## src/rtl/saq_pkg.sv

```systemverilog
// saq_pkg: shared widths, codes and controller/datapath structs for the
// summed-area table query block. No dependencies.

package saq_pkg;

  localparam int DEF_MAX_ROWS = 64;
  localparam int DEF_MAX_COLS = 64;

  localparam int CNT_W     = 7;   // row/column counts and 1-based corners
  localparam int VALUE_W   = 16;
  localparam int SUM_W     = 28;
  localparam int STATUS_W  = 2;
  localparam int CFG_IDX_W = 1;

  localparam logic [CNT_W-1:0] CNT_RESET = CNT_W'(64);

  // operation codes
  localparam logic FUNC_LOAD  = 1'b0;
  localparam logic FUNC_QUERY = 1'b1;

  // result status codes
  localparam logic [STATUS_W-1:0] ST_OK        = 2'd0;
  localparam logic [STATUS_W-1:0] ST_BAD_RANGE = 2'd1;
  localparam logic [STATUS_W-1:0] ST_NOT_READY = 2'd2;

  // configuration register indexes
  localparam logic [CFG_IDX_W-1:0] REG_ROW_COUNT = 1'd0;
  localparam logic [CFG_IDX_W-1:0] REG_COL_COUNT = 1'd1;

  typedef struct packed {
    logic start_load;   // load item accepted
    logic load_rd;      // read entry above
    logic load_wr;      // write new entry, step position
    logic start_query;  // query item accepted
    logic qry_rd0;      // read right-hand corner pair
    logic qry_rd1;      // read left-hand corner pair
    logic qry_sum;      // combine left-hand pair
    logic out_load;     // write result register
  } saq_cmd_t;

  typedef struct packed {
    logic out_free;
  } saq_sts_t;

endpackage

```

## src/rtl/saq_ctrl.sv

```systemverilog
// saq_ctrl: sequencing state machine for loads and rectangle queries.
// Depends on saq_pkg; drives the commands of saq_dp.

module saq_ctrl (
  input  logic               clk,
  input  logic               rst,
  input  logic               req_valid,
  input  logic               req_func,
  input  saq_pkg::saq_sts_t  sts,
  output logic               req_ready,
  output saq_pkg::saq_cmd_t  cmd
);

  import saq_pkg::*;

  typedef enum logic [6:0] {
    S_IDLE   = 7'b0000001,
    S_LD_RD  = 7'b0000010,
    S_LD_WR  = 7'b0000100,
    S_Q_RD0  = 7'b0001000,
    S_Q_RD1  = 7'b0010000,
    S_Q_SUM  = 7'b0100000,
    S_Q_DONE = 7'b1000000
  } state_t;

  state_t state, state_next;

  assign req_ready = (state == S_IDLE);

  always_comb begin
    state_next = state;
    cmd        = '0;
    unique case (state)
      S_IDLE: begin
        if (req_valid) begin
          if (req_func == FUNC_LOAD) begin
            cmd.start_load = 1'b1;
            state_next     = S_LD_RD;
          end else begin
            cmd.start_query = 1'b1;
            state_next      = S_Q_RD0;
          end
        end
      end
      S_LD_RD: begin
        cmd.load_rd = 1'b1;
        state_next  = S_LD_WR;
      end
      S_LD_WR: begin
        cmd.load_wr = 1'b1;
        state_next  = S_IDLE;
      end
      S_Q_RD0: begin
        cmd.qry_rd0 = 1'b1;
        state_next  = S_Q_RD1;
      end
      S_Q_RD1: begin
        cmd.qry_rd1 = 1'b1;
        state_next  = S_Q_SUM;
      end
      S_Q_SUM: begin
        cmd.qry_sum = 1'b1;
        state_next  = S_Q_DONE;
      end
      S_Q_DONE: begin
        // hold until the result register can take the item
        if (sts.out_free) begin
          cmd.out_load = 1'b1;
          state_next   = S_IDLE;
        end
      end
      default: begin
        state_next = S_IDLE;
      end
    endcase
  end

  always_ff @(posedge clk) begin
    if (rst) begin
      state <= S_IDLE;
    end else begin
      state <= state_next;
    end
  end

endmodule

```

## config.mk

```make
export PLATFORM = sky130hd
export DESIGN_NAME = saq_ctrl
export DESIGN_NICKNAME = d
export VERILOG_FILES = /design/src/rtl/saq_pkg.sv /design/src/rtl/saq_ctrl.sv
export SDC_FILE = /design/constraint.sdc
export NUM_CORES = 1
export LEC_CHECK = 0
export BUFFER_PORTS_ARGS = -buffer_cell sky130_fd_sc_hd__buf_2
export CORE_AREA = 2 2 39 41
export DETAILED_ROUTE_END_ITERATION = 10
export DIE_AREA = 0 0 41 43
export GPL_TIMING_DRIVEN = 0
export MAX_ROUTING_LAYER = met4
export REMOVE_ABC_BUFFERS = 1
export SLEW_MARGIN = 20
export SYNTH_ARGS = -nofsm -noshare
export SYNTH_HDL_FRONTEND = slang
export SYNTH_SLANG_ARGS = --single-unit
```

## constraint.sdc

```tcl
create_clock -name clk -period 2.9 [get_ports clk]
set_input_delay 0.58 -clock clk [delete_from_list [all_inputs] [get_ports clk]]
set_output_delay 0.58 -clock clk [all_outputs]
set_load 0.01 [all_outputs]
```

==> results.toml <==
[status]
status = "completed"

[worst_hold_path]
hp-class = "in2reg"

[clock_network]
clkSlewWorstSetupHoldPaths_ns = 0.05
cts.sinks = 7
h-tree-depth = 1
clock_latency_ns = 0.25
cts_hold_buf = 0
cts_made_buffers = 3
cts_setup_buffers = 0
tritoncts = "yes"
ctsResizeCount = 0
clock-root-buffer = "clkbuf_4"
cts.path.max_buffers = 2

[final_layout]
register_area_um2 = 140
largest-register = "state"
largest_reg_flops = 7
multiInputGateArea_um2 = 249
postLayoutCellArea_um2 = 512
fillers = 152
antennaDiodeCount = 0
syn2layout_area_growth_pct = 23.2
layout.cells.non_filler = 81
fin_util_pct = 37.0
reg.largest.list = "state (7)"
drive_above_1_share_pct = 27.7
fin_nets = 71

[power]
sw_frac_of_total_pct = 28.1
combPwrFrac_pct = 19.5
power.switching_mw = 0.0689
p_per_area_nw_per_um2 = 479
p_int_mw = 0.176
clkPwrFrac_pct = 36.2
p_leak_nw = 0.222
p_seq_share_pct = 44.3
peakVddDrop_v = 0.000318

[drt]
antenna_left = 0
viasPerCell = 5.20
first_iter_violations = 14
routedWlPerCell_um = 10.8
vias = 421
drt_first_pass_iters = 4
finalWirelength_um = 872
route.detailed.drc = 0

[global_routing]
first_global_vias = 334
grt_max_degree = 10
grt_pass1_wl_um = 1280
grt-ovfl-total = 0
track_usage_pct = 11.3
grt_antenna_before_repair = 0

[placed_design]
dpl.cell_count = 77
dpl_worst_slack_ns = 0.866
placed_area_um2 = 485
gp_congestion = 0.755
dp_hpwl_um = 670
port_buffers = 13

[die]
die_w_um = 41
design.die.area_um2 = 1760
core_area_um2 = 1380
io_pins = 14
row_count = 14
dieHeight_um = 43
start_util_pct = 30.0

[sta]
finalSetupTns_ns = 0
skew_ns = 0.000367
hold_viol_final = 0
timing.final.ws_setup_ns = 0.592
fin_crit_sh_pct = 79.6
setup_viol = 0
clock.fmax_mhz = 433
rsz0062_at_grt = "no"
slew_violations = 0
max_slew.worst_pin.slew_ns = 0.394
fin_crit_ns = 2.31
slew_headroom_pct = 73.5

[synth]
seq_area_frac_synth_pct = 33.7
avgSynthCellArea_um2 = 8.31
ys_ff_latch = 7
syn_inst = 50
ys_types = 25
syn_area_um2 = 415
yosysWarnings = 0

[critical_path]
cp-end-kind = "output pin"
crit_type = "reg2out"
arrival_ns = 1.73
required_ns = 2.32
crit_path_start_kind = "flop"
path_max_fanout = 6

[run]
cap_viol_max_count = 0
-- through the flow --
stage / hold slack, ns / total power, mW
2_1_floorplan: 0.516 / 0.142
3_3_place_gp: 0.565 / 0.158
3_5_place_dp: 0.574 / 0.158
4_1_cts: 0.514 / 0.248
5_1_grt: 0.524 / 0.264
6_report: 0.515 / 0.245
-- cell usage after synthesis --
cell      n  area, um2
nor2b_1   1       6.26
nor4_1    1       6.26
nor3b_1   1       7.51
and3_1    1       6.26
nor3_1    5       25.0
nor4b_1   5       43.8
clkbuf_1  1       3.75
a22oi_1   1       7.51
a21boi_1  1       7.51
nand2_1   3       11.3
or3b_2    1       8.76
a31oi_1   2       12.5
nor2_1    4       15.0
a211o_1   1       8.76
buf_6     1       11.3
nand4_1   2       12.5
or4b_1    1       10.0
a211oi_1  1       7.51
or4_1     1       7.51
nand2b_1  1       6.26
dfxtp_1   7        140
or4_4     1       11.3
and2_1    3       18.8
xor2_1    1       8.76
inv_1     3       11.3
-- area by class of cell --
class | count | area share (%)
repair buffers | 13 | 12.7
clock buffers | 4 | 5.13
well taps | 16 | 3.91
multi-input cells | 38 | 48.7
flip-flops and latches | 7 | 27.4
inverters | 3 | 2.20
-- worst paths after layout --
path                              start                     to  slack (ns)  cells past startpoint
hold reg to reg   state[5]$_SDFFE_PP0P_  state[6]$_SDFFE_PP0P_        0.58                      2
setup reg to reg  state[5]$_SDFFE_PP0P_  state[6]$_SDFFE_PP0P_        1.28                      3
setup / recovery  state[5]$_SDFFE_PP0P_                 cmd[3]        0.59                      3
hold / removal                 req_func  state[1]$_SDFFE_PP0P_        0.52                      2
-- power by group through the flow --
| stage | sequential (mW) | combinational, mW | clock [mW] |
|---|---|---|---|
| 3_5_place_dp | 0.110 | 0.0479 | 0 |
| 5_1_grt | 0.109 | 0.0534 | 0.101 |
| 3_3_place_gp | 0.110 | 0.0479 | 0 |
| 2_1_floorplan | 0.109 | 0.0337 | 0 |
| 4_1_cts | 0.108 | 0.0484 | 0.0918 |
| 6_report | 0.108 | 0.0478 | 0.0888 |
-- routing by layer --
layer / vias up / wire length, um / track usage, %
met5: - / 0 / -
met4: 0 / 13 / 2.00
met3: 2 / 76 / 9.42
met2: 14 / 394 / 15.6
met1: 187 / 388 / 12.5
li1: 218 / - / -
-- critical path, stage by stage, from the launching register on --
cell,delay (ns)
dfxtp_1,0.36
or4_4,0.55
nor4b_1,0.36
buf_2,0.20
-- cell usage in the layout (no fill, tap or decap), drive strengths merged, types with 2 or more instances in the layout --
cell,n
a31oi,2
and2,3
buf,13
clkbuf,4
dfxtp,7
inv,3
nand2,3
nand4,2
nor2,4
nor3,5
nor4b,5
or4,2
-- kinds of logic (layout without fill, tap and decap cells) --
group,Yosys count,in the layout,synth area share (%)
and+or+nand+nor,31,31,47.3
xor gates and xnor gates,1,1,2.11
DFF,7,7,33.7
buffers and inverters,5,20,6.32
AOI/OAI and AO/OA,6,6,10.5
No activity file was read; power rests on OpenSTA's default activity.
